==> config.mk <==
export PLATFORM = sky130hd
export DESIGN_NAME = keypad_matrix_port_scanner
export DESIGN_NICKNAME = d
export VERILOG_FILES = /design/src/hdl/kmps_pkg.sv /design/src/hdl/kmps_hook.sv /design/src/hdl/keypad_matrix_port_scanner.sv
export SDC_FILE = /design/constraint.sdc
export NUM_CORES = 1
export LEC_CHECK = 0
export BUFFER_PORTS_ARGS = -buffer_cell sky130_fd_sc_hd__clkbuf_2
export CORE_MARGIN = 4
export CORE_UTILIZATION = 35
export CTS_CLUSTER_DIAMETER = 50
export DETAILED_ROUTE_END_ITERATION = 8
export SLEW_MARGIN = 20
export SYNTH_ARGS = -nofsm -noshare
export SYNTH_HDL_FRONTEND = slang
export SYNTH_SLANG_ARGS = --single-unit
==> constraint.sdc <==
create_clock -name clk -period 11.35 [get_ports clk]
set_input_delay 2.27 -clock clk [delete_from_list [all_inputs] [get_ports clk]]
set_output_delay 2.27 -clock clk [all_outputs]
set_load 0.1 [all_outputs]
==> src/hdl/kmps_pkg.sv <==
`timescale 1ns / 1ps
// ----------------------------------------------------------------------------
// Keypad matrix port scanner package
// Word types, access codes, register map and the keypad decode functions.
// ----------------------------------------------------------------------------
package kmps_pkg;

  // Key bitmap positions of the hook switch and the dial-A key.
  localparam int unsigned HOOK_BIT   = 20;
  localparam int unsigned DIAL_A_BIT = 30;

  localparam logic [31:0] HOOK_MASK = 32'd1 << HOOK_BIT;

  // Key bits packed into port C.
  localparam int unsigned PC_LOW_BASE = 12;
  localparam int unsigned PC_HIGH_0   = 16;
  localparam int unsigned PC_HIGH_1   = 17;
  localparam int unsigned PC_HIGH_2   = 18;

  // Key bit position for each row (first index) and column (second index).
  localparam logic [4:0] KEY_POS [4][4] = '{
    '{5'd0, 5'd1,  5'd2,  5'(DIAL_A_BIT)},
    '{5'd3, 5'd4,  5'd5,  5'd13},
    '{5'd6, 5'd7,  5'd8,  5'd14},
    '{5'd9, 5'd10, 5'd11, 5'd15}
  };

  // Access codes.
  localparam logic [2:0] CMD_WR_B    = 3'd0;
  localparam logic [2:0] CMD_WR_C    = 3'd1;
  localparam logic [2:0] CMD_WR_CTRL = 3'd2;
  localparam logic [2:0] CMD_RD_A    = 3'd3;
  localparam logic [2:0] CMD_RD_B    = 3'd4;
  localparam logic [2:0] CMD_RD_C    = 3'd5;
  localparam logic [2:0] CMD_HOOK    = 3'd6;
  localparam logic [2:0] CMD_CONSUME = 3'd7;

  // Register indexes (byte address bits 3:2).
  localparam logic [1:0] REG_DEBOUNCE_SPAN      = 2'd0;
  localparam logic [1:0] REG_MIN_SCAN_READS     = 2'd1;
  localparam logic [1:0] REG_MIN_STROBE_CHANGES = 2'd2;

  localparam int unsigned CFG_ADDR_W = 4;

  typedef struct packed {
    logic [2:0]  cmd;
    logic [7:0]  wr_data;
    logic [31:0] key_bits;
    logic [63:0] time_stamp;
  } kmps_in_t;

  typedef struct packed {
    logic [7:0]  rd_data;
    logic [31:0] keys_debounced;
    logic        scan_event;
  } kmps_out_t;

  // Active-low row lines for a port A read. The high nibble of the strobe
  // is searched first; with no column strobed all columns are merged.
  function automatic logic [3:0] port_a_rows(input logic [7:0] strobe,
                                             input logic [31:0] keys);
    logic [3:0] hi;
    logic [3:0] lo;
    logic [3:0] sel;
    logic [3:0] col_mask;
    logic [3:0] rows;
    hi  = ~strobe[7:4];
    lo  = ~strobe[3:0];
    sel = (hi != 4'd0) ? hi : lo;
    if (sel == 4'd0) begin
      col_mask = 4'hf;
    end else begin
      col_mask = sel & (~sel + 4'd1);
    end
    rows = 4'hf;
    for (int r = 0; r < 4; r++) begin
      for (int c = 0; c < 4; c++) begin
        if (col_mask[c] && keys[KEY_POS[r][c]]) begin
          rows[r] = 1'b0;
        end
      end
    end
    return rows;
  endfunction

  // Fixed keys of port C, active low.
  function automatic logic [7:0] port_c_value(input logic [31:0] keys);
    logic [3:0] low;
    logic [3:0] high;
    low  = ~keys[PC_LOW_BASE +: 4];
    high = ~{keys[DIAL_A_BIT], keys[PC_HIGH_2], keys[PC_HIGH_1], keys[PC_HIGH_0]};
    return {high, low};
  endfunction

endpackage

==> src/hdl/kmps_hook.sv <==
`timescale 1ns / 1ps
// ----------------------------------------------------------------------------
// Hook switch debounce
// Tracks the raw hook bit and the time of its last change, and accepts the
// raw value once it has held for the configured span.
// ----------------------------------------------------------------------------
module kmps_hook (
  input  logic        clk,
  input  logic        rst_n,
  input  logic        hook_en,
  input  logic [31:0] key_bits,
  input  logic [63:0] time_stamp,
  input  logic [30:0] debounce_span,
  output logic [31:0] keys_debounced
);
  import kmps_pkg::*;

  logic        hook_raw_r;
  logic        hook_stable_r;
  logic [63:0] change_time_r;
  logic        raw;
  logic        changed;
  logic        settled;
  logic        stable_nxt;
  logic [64:0] deadline;

  assign raw     = key_bits[HOOK_BIT];
  assign changed = raw != hook_raw_r;

  // A fresh change restarts the span, so only a zero span can pass then.
  assign deadline = {1'b0, change_time_r} + {34'd0, debounce_span};
  assign settled  = (debounce_span == 31'd0) ||
                    (!changed && ({1'b0, time_stamp} >= deadline));

  assign stable_nxt     = settled ? raw : hook_stable_r;
  assign keys_debounced = (key_bits & ~HOOK_MASK) | (stable_nxt ? HOOK_MASK : 32'd0);

  always_ff @(posedge clk) begin
    if (!rst_n) begin
      hook_raw_r    <= 1'b0;
      hook_stable_r <= 1'b0;
      change_time_r <= 64'd0;
    end else if (hook_en) begin
      hook_raw_r    <= raw;
      hook_stable_r <= stable_nxt;
      if (changed) begin
        change_time_r <= time_stamp;
      end
    end
  end

endmodule

==> src/hdl/keypad_matrix_port_scanner.sv <==
`timescale 1ns / 1ps
// ----------------------------------------------------------------------------
// Keypad matrix port scanner
// Port block of a keypad: column strobe latch, row scan, fixed-key port,
// hook debounce and a one-shot scan event.
// ----------------------------------------------------------------------------
// Usage:
//   The input channel carries one bus access per word (in_valid, in_stall,
//   in_data). Every access yields exactly one result word on the output
//   channel (out_valid, out_stall, out_data), in access order.
//   The block takes one access per cycle while in_stall is low. A result
//   waits in the output or skid register until taken. The decode, the
//   scan counters and the hook compare are all done in the accept cycle;
//   the 64-bit debounce add and compare sets the clock limit.
//   An output register backed by one skid register lets an access be taken
//   while a result waits; in_stall rises only once both hold a word, so a
//   stalled receiver holds the input side off after two buffered results.
//   Registers are written through the APB-style port at byte addresses 0, 4
//   and 8 and read back the same way; writes belong in idle periods.
//   Synchronous reset restores the strobe latch to all ones, clears counters,
//   the event and the hook state, loads the register defaults and empties
//   both output registers.
// ----------------------------------------------------------------------------
module keypad_matrix_port_scanner (
  input  logic                                clk,
  input  logic                                rst_n,
  // Access channel.
  input  logic                                in_valid,
  output logic                                in_stall,
  input  kmps_pkg::kmps_in_t                  in_data,
  // Result channel.
  output logic                                out_valid,
  input  logic                                out_stall,
  output kmps_pkg::kmps_out_t                 out_data,
  // Register port.
  input  logic                                psel,
  input  logic                                penable,
  input  logic                                pwrite,
  input  logic [kmps_pkg::CFG_ADDR_W-1:0]     paddr,
  input  logic [31:0]                         pwdata,
  output logic [31:0]                         prdata,
  output logic                                pready
);
  import kmps_pkg::*;

  // Registers.
  logic [30:0] debounce_span_r;
  logic [15:0] min_scan_reads_r;
  logic [15:0] min_strobe_changes_r;
  logic        cfg_wr;
  logic [1:0]  cfg_idx;

  // Scan state.
  logic [7:0]  strobe_latch_r, strobe_latch_nxt;
  logic [7:0]  prev_strobe_r, prev_strobe_nxt;
  logic [15:0] read_count_r, read_count_nxt;
  logic [15:0] change_count_r, change_count_nxt;
  logic        event_pending_r, event_pending_nxt;
  logic        event_fired_r, event_fired_nxt;

  // Handshake and output buffering.
  logic        in_acc;
  logic        out_take;
  logic        out_valid_r;
  logic        skid_valid_r;
  kmps_out_t   out_data_r;
  kmps_out_t   skid_data_r;
  kmps_out_t   result;

  logic        hook_en;
  logic [31:0] keys_hook;
  logic [15:0] need_reads;
  logic [15:0] need_changes;
  logic [15:0] reads_inc;
  logic [15:0] changes_inc;
  logic        strobe_moved;
  logic        fire;

  assign pready  = 1'b1;
  assign cfg_wr  = psel && penable && pwrite;
  assign cfg_idx = paddr[3:2];

  always_comb begin
    unique case (cfg_idx)
      REG_DEBOUNCE_SPAN:      prdata = {1'b0, debounce_span_r};
      REG_MIN_SCAN_READS:     prdata = {16'd0, min_scan_reads_r};
      REG_MIN_STROBE_CHANGES: prdata = {16'd0, min_strobe_changes_r};
      default:                prdata = 32'd0;
    endcase
  end

  always_ff @(posedge clk) begin
    if (!rst_n) begin
      debounce_span_r      <= 31'd0;
      min_scan_reads_r     <= 16'd1;
      min_strobe_changes_r <= 16'd1;
    end else if (cfg_wr) begin
      unique case (cfg_idx)
        REG_DEBOUNCE_SPAN:      debounce_span_r      <= pwdata[30:0];
        REG_MIN_SCAN_READS:     min_scan_reads_r     <= pwdata[15:0];
        REG_MIN_STROBE_CHANGES: min_strobe_changes_r <= pwdata[15:0];
        default: begin
        end
      endcase
    end
  end

  // The input side stalls only when both result registers are occupied.
  assign in_stall  = skid_valid_r;
  assign in_acc    = in_valid && !in_stall;
  assign out_valid = out_valid_r;
  assign out_data  = out_data_r;
  assign out_take  = out_valid_r && !out_stall;

  assign hook_en = in_acc && (in_data.cmd == CMD_HOOK);

  kmps_hook u_hook (
    .clk            (clk),
    .rst_n          (rst_n),
    .hook_en        (hook_en),
    .key_bits       (in_data.key_bits),
    .time_stamp     (in_data.time_stamp),
    .debounce_span  (debounce_span_r),
    .keys_debounced (keys_hook)
  );

  // A zero threshold behaves as one. Both counters stop at all ones.
  assign need_reads   = (min_scan_reads_r == 16'd0) ? 16'd1 : min_scan_reads_r;
  assign need_changes = (min_strobe_changes_r == 16'd0) ? 16'd1 : min_strobe_changes_r;
  assign reads_inc    = (read_count_r == 16'hffff) ? read_count_r : read_count_r + 16'd1;
  assign strobe_moved = strobe_latch_r != prev_strobe_r;
  assign changes_inc  = (strobe_moved && (change_count_r != 16'hffff)) ?
                        change_count_r + 16'd1 : change_count_r;
  assign fire = !event_fired_r && (reads_inc >= need_reads) &&
                (changes_inc >= need_changes);

  always_comb begin
    strobe_latch_nxt  = strobe_latch_r;
    prev_strobe_nxt   = prev_strobe_r;
    read_count_nxt    = read_count_r;
    change_count_nxt  = change_count_r;
    event_pending_nxt = event_pending_r;
    event_fired_nxt   = event_fired_r;
    result            = '0;
    unique case (in_data.cmd) inside
      CMD_WR_B: begin
        strobe_latch_nxt = in_data.wr_data;
      end
      CMD_RD_A: begin
        read_count_nxt   = reads_inc;
        change_count_nxt = changes_inc;
        prev_strobe_nxt  = strobe_latch_r;
        if (fire) begin
          event_pending_nxt = 1'b1;
          event_fired_nxt   = 1'b1;
        end
        result.rd_data = {4'd0, port_a_rows(strobe_latch_r, in_data.key_bits)};
      end
      CMD_RD_B: begin
        result.rd_data = strobe_latch_r;
      end
      CMD_RD_C: begin
        result.rd_data = port_c_value(in_data.key_bits);
      end
      CMD_HOOK: begin
        result.keys_debounced = keys_hook;
      end
      CMD_CONSUME: begin
        result.scan_event = event_pending_r;
        event_pending_nxt = 1'b0;
      end
      // Port C and control writes have no visible effect.
      CMD_WR_C, CMD_WR_CTRL: begin
      end
      default: begin
      end
    endcase
  end

  always_ff @(posedge clk) begin
    if (!rst_n) begin
      strobe_latch_r  <= 8'hff;
      prev_strobe_r   <= 8'hff;
      read_count_r    <= 16'd0;
      change_count_r  <= 16'd0;
      event_pending_r <= 1'b0;
      event_fired_r   <= 1'b0;
    end else if (in_acc) begin
      strobe_latch_r  <= strobe_latch_nxt;
      prev_strobe_r   <= prev_strobe_nxt;
      read_count_r    <= read_count_nxt;
      change_count_r  <= change_count_nxt;
      event_pending_r <= event_pending_nxt;
      event_fired_r   <= event_fired_nxt;
    end
  end

  // Output register with skid. The skid word always refills the output
  // register first, which keeps results in order.
  always_ff @(posedge clk) begin
    if (!rst_n) begin
      out_valid_r  <= 1'b0;
      skid_valid_r <= 1'b0;
    end else if (out_take || !out_valid_r) begin
      out_valid_r  <= skid_valid_r || in_acc;
      skid_valid_r <= 1'b0;
    end else if (in_acc) begin
      skid_valid_r <= 1'b1;
    end
  end

  always_ff @(posedge clk) begin
    if (out_take || !out_valid_r) begin
      out_data_r <= skid_valid_r ? skid_data_r : result;
    end else if (in_acc) begin
      skid_data_r <= result;
    end
  end

`ifndef NO_ASSERTIONS
  a_skid_behind_out: assert property (@(posedge clk) disable iff (!rst_n)
    skid_valid_r |-> out_valid_r)
    else $error("skid register holds a word while the output register is empty");

  a_event_once: assert property (@(posedge clk) disable iff (!rst_n)
    $rose(event_pending_r) |-> !$past(event_fired_r))
    else $error("scan event raised a second time");

  a_reads_saturate: assert property (@(posedge clk) disable iff (!rst_n)
    (read_count_r == 16'hffff) |=> (read_count_r == 16'hffff))
    else $error("read counter wrapped past its maximum");

  a_stalled_out_holds: assert property (@(posedge clk) disable iff (!rst_n)
    (out_valid_r && out_stall && !skid_valid_r && in_acc) |=> skid_valid_r)
    else $error("result accepted under stall was not kept in the skid register");
`endif

endmodule
==> summary.md, run 1 <==
| Metric | Value |
|---|---|
| Status | `complete, no violations` |
| Clk pwr share | `0.475` |
| Worst rel slew slack | `0.3103` |
| Drt first pass iters | `5` |
| Tcrit/Tclk final | `0.5792` |
| Sw Share | `0.2818` |
| Syn nets | `2,127` |
| # IOs | `226` |
| DP HPWL | `32,360 um` |
| Final setup viols | `0` |
| Clock buffer depth | `3` |
| Fill cells | `4,528` |
| Minimum clock period | `6574 ps` |
| DR vias/cell | `5.102` |
| Worst endpoint required time | `9080 ps` |
| RSZ-0062 raised after global routing | `no` |
| Average cell area after synthesis | `8.692 um2` |
| Post CTS Setup Buffer Count | `0` |
| N_diodes | `0` |
| Seq/Total Area, Yosys | `0.3791` |
| Top-area cell type share of the netlist area | `0.2257` |
| Routed vias | `13,540` |
| Cells after Synth | `1,847` |
| Hold Buf Count CTS | `0` |
| Most frequent cells in the layout | `nand2_1 (406), clkbuf_2 (219), dfxtp_1 (180), ha_1 (129), a21boi_0 (119)` |
| Pwr Total | `0.002514 W` |
| Fraction of registers with async set/reset | `0` |
| Hold Crit Depth | `2` |
| 1st-iter DRT viols | `861` |
| I/O Buffers | `220` |
| CP endpoint kind | `output port` |
| Routed len/inst | `16.50 um` |
| Final WL | `43,790 um` |
| Tightest Pin Transition | `1030 ps` |
| Starting Density | `0.3538` |
| GRT Total Usage | `0.1718` |
| Synth Flop Type | `dfxtp_1` |
| Area grow syn2layout | `18.08%` |
| Slew Limit Fails | `0` |
| CTS buffer count | `38` |
| Initial antenna violation count | `3` |
| Buf+Inv Stages, Crit Path | `2` |
| CP Cell Sequence | `clkbuf_2, nor2b_2, nand2_1, o21ai_0, clkbuf_2` |
| Worst R2R End | `out_data[21]` |
| Power Density | `132.6 mW/mm2` |
| Core Rows | `78` |
| Switching Power | `0.0007084 W` |
| Netlist Area Pre-Place | `0.01605 mm2` |
| LEAKAGE | `7.606 nW` |
| R2r setup slk | `5040 ps` |
| Die height | `222.2 um` |
| Combinational share of power | `0.123` |
| Worst Path Max Fanout | `23` |
| Proportion of layout cells with a drive suffix above 1 | `0.1782` |
| Vias in the first global route | `13,130` |
| DRT antenna net count | `0` |
| Clock latency on the worst-skew pair | `550 ps` |
| Hold crit path type | `reg -> reg` |
| Die width | `222.2 um` |
| Top post-synthesis cells by area | `dfxtp_1 (23%), edfxtp_1 (15%), ha_1 (10%), nand2_1 (9.5%), a21boi_0 (5.6%)` |
| Sink Count | `263` |
| R2R Path Start | `debounce_span_r[1]` |
| Top delay family on crit path | `buffers and inverters` |
| R2R cell count | `19` |
| Largest net degree at the start of global routing | `110` |
| Clock Pin Slew Worst Setup and Hold Paths | `60 ps` |
| DRC Markers | `0` |
| Die ar. | `0.04936 mm2` |
| Hold path start | `u_hook.hook_stable_r` |
| Fin. Hold Viols | `0` |
| Syn. warnings | `0` |
| GR Overflow Total | `0` |
| Final #Nets | `2,306` |
| Most frequent cell on the critical path | `clkbuf_2` |
| RePlAce Congestion | `0.8887` |
| Clock Tree Root | `clkbuf_16` |
| Synthesis-stage register bit count | `263` |
| WS Path Type | `in -> out` |
| Core area | `0.04538 mm2` |
| Max incr delay on CP | `700 ps` |
| Peak VDD IR | `0.1029 mV` |
| Crit path launch type | `input port` |
| Setup TNS | `0 ps` |
| Final hold slack | `463.8 ps` |
| P_int | `0.001806 W` |
| Endpoint, Worst Hold | `u_hook.hook_stable_r` |
| Post-synth top area cell | `dfxtp_1` |
| Arrival time worst endpoint | `4300 ps` |
| H-Tree Depth | `2` |
| EDFF count, synth | `82` |
| Post_cts resized | `0` |
| Clock Skew | `23.07 ps` |
| CTS tree | `yes` |
| Commonest non-fill, non-tap cell in the layout | `nand2_1` |
| Synth cell types | `74` |
| First-pass GRT wire length | `70,170 um` |
| Slowest cell on the critical path | `nor2b_2` |
| FMAX | `152.1 MHz` |
| Flop pwr share | `0.402` |
| Max-Cap Viols | `0` |
registers in the layout (all words and copies together) (netlist names):
signal                flops
out_data                 41
min_scan_reads_r         16
u_hook.hook_stable_r      1
strobe_latch_r            8
out_valid                 1
min_strobe_changes_r     16
debounce_span_r          31
read_count_r             16
prev_strobe_r             8
in_stall                  1
event_fired_r             1
skid_data_r              41
u_hook.change_time_r     64
u_hook.hook_raw_r         1
change_count_r           16
event_pending_r           1
cells by family (layout without fill, tap and decap cells):
kind of cell	after synthesis	count (layout)	synth area share
mux	63	63	0.04255
simple gates	779	779	0.2281
xor+xnor	116	116	0.06328
flops	263	263	0.3791
buf+inv	141	348	0.03390
compound gates	353	353	0.1508
other cells	2	2	0.0004678
fa+ha+maj	130	130	0.1018
how the worst max path moves through the flow:
| stage | startpoint | to | slack [ps] | cells after the start |
|---|---|---|---|---|
| after global routing | debounce_span_r[14] | out_data[21] | 4560 | 19 |
| after detailed placement | paddr[2] | prdata[15] | 4500 | 5 |
| after floorplan | paddr[2] | prdata[0] | 3700 | 4 |
| after global placement | paddr[2] | prdata[15] | 4510 | 5 |
| final | paddr[2] | prdata[15] | 4780 | 5 |
| after CTS | paddr[2] | prdata[15] | 4490 | 5 |
area by class of cell:
| cell class | count | area [um2] | area share |
|---|---|---|---|
| Clock buffer | 44 | 1003 | 0.05293 |
| Inverter | 50 | 187.7 | 0.009900 |
| Sequential cell | 263 | 6087 | 0.3211 |
| Clock inverter | 24 | 275.3 | 0.01452 |
| Tap cell | 600 | 750.7 | 0.03960 |
| Multi-Input combinational cell | 1443 | 9474 | 0.4998 |
| Timing Repair Buffer | 230 | 1179 | 0.06217 |
worst reg2reg max path: stages, from the launching register on:
cell and delay, ps:
dfxtp_1 430, ha_1 260, a21o_1 180, a21oi_1 220, nor2b_1 110, o311ai_1 260
nor3b_1 540, o21ai_1 290, a311oi_2 790, nor4_1 190, xnor2_1 170, ha_1 300
nand4_1 140, or4_1 590, nand3b_1 230, or4_1 550, o21ai_1 250, a31oi_2 190
mux2i_1 280, o41ai_2 80
power by group through the flow:
stage	clock network [W]	logic (W)	registers, W
after floorplan	0	0.000134	0.00111
after global placement	0	0.000306	0.00103
after detailed placement	0	0.000309	0.00103
after CTS	0.00123	0.000311	0.00101
after global routing	0.00127	0.000333	0.00101
final	0.00119	0.000308	0.00101
synth_stat cells (8+ instances only):
master    number
inv_1         48
nand3_1       50
xnor2_1       74
nor3_1        29
a21o_1        27
and3_1        14
edfxtp_1      82
xor2_1        42
and2_1        71
nor3b_1        8
o21ai_1        9
mux2_2        41
nand4_1       34
nand2b_1      17
a21boi_1      14
o21ai_0       50
a21boi_0     119
a21oi_1       59
nor4_1        22
nand2_1      407
nor2_1        81
dfxtp_1      181
mux2i_1       21
a211oi_1      13
nor2b_1        8
clkbuf_1      77
o21a_1         9
or3_1          9
ha_1         129
layer usage:
| layer | vias up | track usage | share of wire |
|---|---|---|---|
| met3 | 61 | 0.03554 | 0.053 |
| met1 | 6314 | 0.2295 | 0.46 |
| met5 | - | 0 | 0.00055 |
| met4 | 4 | 0.04822 | 0.022 |
| li1 | 6828 | - | - |
| met2 | 335 | 0.2831 | 0.46 |
metrics by stage:
step,instance area [um2],util,setup WS [ps],cells
global route,18960,0.4177,4562,2654
detailed placement,17670,0.3895,4497,2586
finish,18960,0.4177,4776,2654
global placement,17670,0.3895,4510,2586
floorplan,16050,-,3695,1847
CTS,18950,0.4176,4494,2654
(Power assumes the default switching activity.)
==> inputs of run 2 (changes only) <==
==> constraint.sdc (replaced) <==
create_clock -name clk -period 6.5 [get_ports clk]
set_input_delay 1.3 -clock clk [delete_from_list [all_inputs] [get_ports clk]]
set_output_delay 1.3 -clock clk [all_outputs]
set_load 0.1 [all_outputs]
==> summary.md, run 2 (same netlist as run 1, synthesis figures left out) <==
| Metric | Value |
|---|---|
| CP endpoint kind | `flip-flop` |
| Starting Density | `0.3538 (unchanged)` |
| Worst rel slew slack | `0.2475 (-0.06277)` |
| CTS tree | `yes` |
| Sink Count | `263 (unchanged)` |
| Setup TNS | `0 ps (unchanged)` |
| Clock Pin Slew Worst Setup and Hold Paths | `60 ps (about the same)` |
| R2R cell count | `20 (+1)` |
| DP HPWL | `32,990 um (+1.9%)` |
| RePlAce Congestion | `0.8826 (-0.69%)` |
| FMAX | `168.5 MHz` |
| Tcrit/Tclk final | `0.9131` |
| Die ar. | `0.04936 mm2 (unchanged)` |
| Final setup viols | `0 (unchanged)` |
| Area grow syn2layout | `18.88%` |
| H-Tree Depth | `2 (unchanged)` |
| I/O Buffers | `220 (unchanged)` |
| DRC Markers | `0 (unchanged)` |
| Die height | `222.2 um (unchanged)` |
| GRT Total Usage | `0.1751 (+0.003382)` |
| CP Cell Sequence | `ha_1, a21o_1, a21oi_1, nor2b_1, o311ai_1, nor3b_1, o21ai_1, a311oi_2, buf_4, nor4_1, xnor2_1, ha_1, nand4_1, or4_1, nand3b_1, or4_1, o21ai_1, a31oi_2, mux2i_1, o41ai_2` |
| Clock latency on the worst-skew pair | `550 ps (about the same)` |
| Commonest non-fill, non-tap cell in the layout | `nand2_1` |
| Largest register FFs | `64 (unchanged)` |
| Status | `complete, no violations` |
| Largest net degree at the start of global routing | `95 (-14%)` |
| DRT antenna net count | `0 (unchanged)` |
| Clock buffer depth | `3 (unchanged)` |
| Pre-CTS WS | `593.8 ps (-3903 ps)` |
| Max incr delay on CP | `600 ps (-100 ps)` |
| CTS buffer count | `40 (+5.3%)` |
| Routed vias | `13,740 (+1.4%)` |
| Hold crit path type | `reg -> reg` |
| Proportion of layout cells with a drive suffix above 1 | `0.1786 (+0.0003652)` |
| # IOs | `226 (unchanged)` |
| Tightest Pin Transition | `1124 ps (+93.74 ps)` |
| Final WL | `44,810 um (+2.3%)` |
| Post_cts resized | `0 (unchanged)` |
| First-pass GRT wire length | `71,440 um (+1.8%)` |
| Worst endpoint required time | `6780 ps (-2300 ps)` |
| Slowest cell on the critical path | `nor3b_1` |
| Vias in the first global route | `13,320 (+1.4%)` |
| Slew Limit Fails | `0 (unchanged)` |
| GR Overflow Total | `0 (unchanged)` |
| N_diodes | `0 (unchanged)` |
| Core Rows | `78 (unchanged)` |
| WS Path Type | `reg -> reg` |
| Clock Tree Root | `clkbuf_16` |
| RSZ-0062 raised after global routing | `no` |
| Crit path from | `debounce_span_r[1]` |
| Most frequent cells in the layout | `nand2_1 (406), clkbuf_2 (219), dfxtp_1 (180), ha_1 (129), a21boi_0 (119)` |
| Die width | `222.2 um (unchanged)` |
| Core area | `0.04538 mm2 (unchanged)` |
| R2r setup slk | `560 ps (-4480 ps)` |
| Peak VDD IR | `0.2394 mV (+130%)` |
| Fin. Hold Viols | `0 (unchanged)` |
| 1st-iter DRT viols | `825 (-4.2%)` |
| Initial antenna violation count | `1 (-2)` |
| Routed len/inst | `16.84 um (+2.1%)` |
| Fill cells | `4,463 (-1.4%)` |
| Hold Buf Count CTS | `0 (unchanged)` |
| Register area | `0.006087 mm2 (unchanged)` |
| R2R Path Start | `debounce_span_r[1]` |
| Power Density | `239.7 mW/mm2 (+81%)` |
| Worst setup path endpoint | `out_data[21]` |
| Final #Nets | `2,309 (+0.13%)` |
| Most flops, register | `u_hook.change_time_r` |
| Clock Skew | `13.02 ps (-10.05 ps)` |
| Final worst slack | `564.7 ps (-4212 ps)` |
| Arrival time worst endpoint | `6210 ps (+1910 ps)` |
| Worst R2R End | `out_data[21]` |
| Multi-input gate area | `0.009474 mm2 (unchanged)` |
| Minimum clock period | `5935 ps` |
| Worst Path Max Fanout | `7 (-70%)` |
| Post CTS Setup Buffer Count | `0 (unchanged)` |
| DR vias/cell | `5.163 (+1.2%)` |
| Crit path launch type | `flip-flop` |
| LEAKAGE | `7.674 nW (+0.89%)` |
| Drt first pass iters | `6 (+1)` |
| Max-Cap Viols | `0 (unchanged)` |
==> run 2: cell count changes in the layout (fill, tap and decap cells not counted) <==
cell	change
clkbuf_16	+3
inv_6	-2
clkbuf_1	+3
clkbuf_8	-2
clkinv_4	-1
clkinv_1	+2
clkinvlp_4	-2
clkinv_2	+1
inv_8	+1
bufinv_16	+2
buf_4	+1
inv_16	+1
==> run 2: how the worst min path moves through the flow <==
stage                                   from                       end  slack [ps]  depth (start not counted)
global placement        u_hook.hook_stable_r      u_hook.hook_stable_r         440                          2
detailed placement             event_fired_r             event_fired_r         460                          1
global route        u_hook.change_time_r[21]  u_hook.change_time_r[21]         490                          2
CTS                            event_fired_r             event_fired_r         470                          1
floorplan                      event_fired_r             event_fired_r         430                          1
finish                         event_fired_r             event_fired_r         460                          1
==> run 2: routing by layer <==
layer	global-route usage	part of all wire	up-vias	wire (um)
met5	0	0.00018	-	8
met3	0.03316	0.057	77	2536
li1	-	-	6833	-
met2	0.2917	0.46	388	20820
met1	0.2318	0.45	6438	20260
met4	0.05322	0.027	2	1196
==> run 2: final cells by class <==
class,instances,area share
clock buffer,48,0.05566
inverter,50,0.009833
timing repair buffer,231,0.06215
multi-input combinational,1443,0.4964
tap,600,0.03933
sequential,263,0.3189
clock inverter,26,0.01770
==> run 2: per-stage QoR <==
stage                     power (W)  hold WS [ps]  instance area (um2)  std cells  utilization
after floorplan            0.002181         434.1                16050       1847            -
after global placement     0.002336         444.1                17680       2587       0.3896
after detailed placement   0.002345         455.0                17680       2587       0.3897
after CTS                  0.004640         469.2                19080       2661       0.4205
after global routing       0.004748         490.2                19090       2661       0.4206
final                      0.004574         461.4                19090       2661       0.4206
==> run 2: worst max-delay path, delay by kind of cell (launching register included) <==
family / cells / cell delay, ps
muxes: 1 / 270
DFF: 1 / 410
xor gates and xnor gates: 1 / 130
adders and majority gates: 2 / 550
buffers and inverters: 1 / 210
AOI/OAI and AO/OA: 8 / 1800
and+or+nand+nor: 7 / 2290
==> run 2: power by group <==
group          switching, W  internal [W]  leakage, nW
Sequential        0.0000274       0.00174         2.28
Combinational      0.000383      0.000159         4.71
Clock              0.000866       0.00140        0.685
Total               0.00128       0.00330         7.67
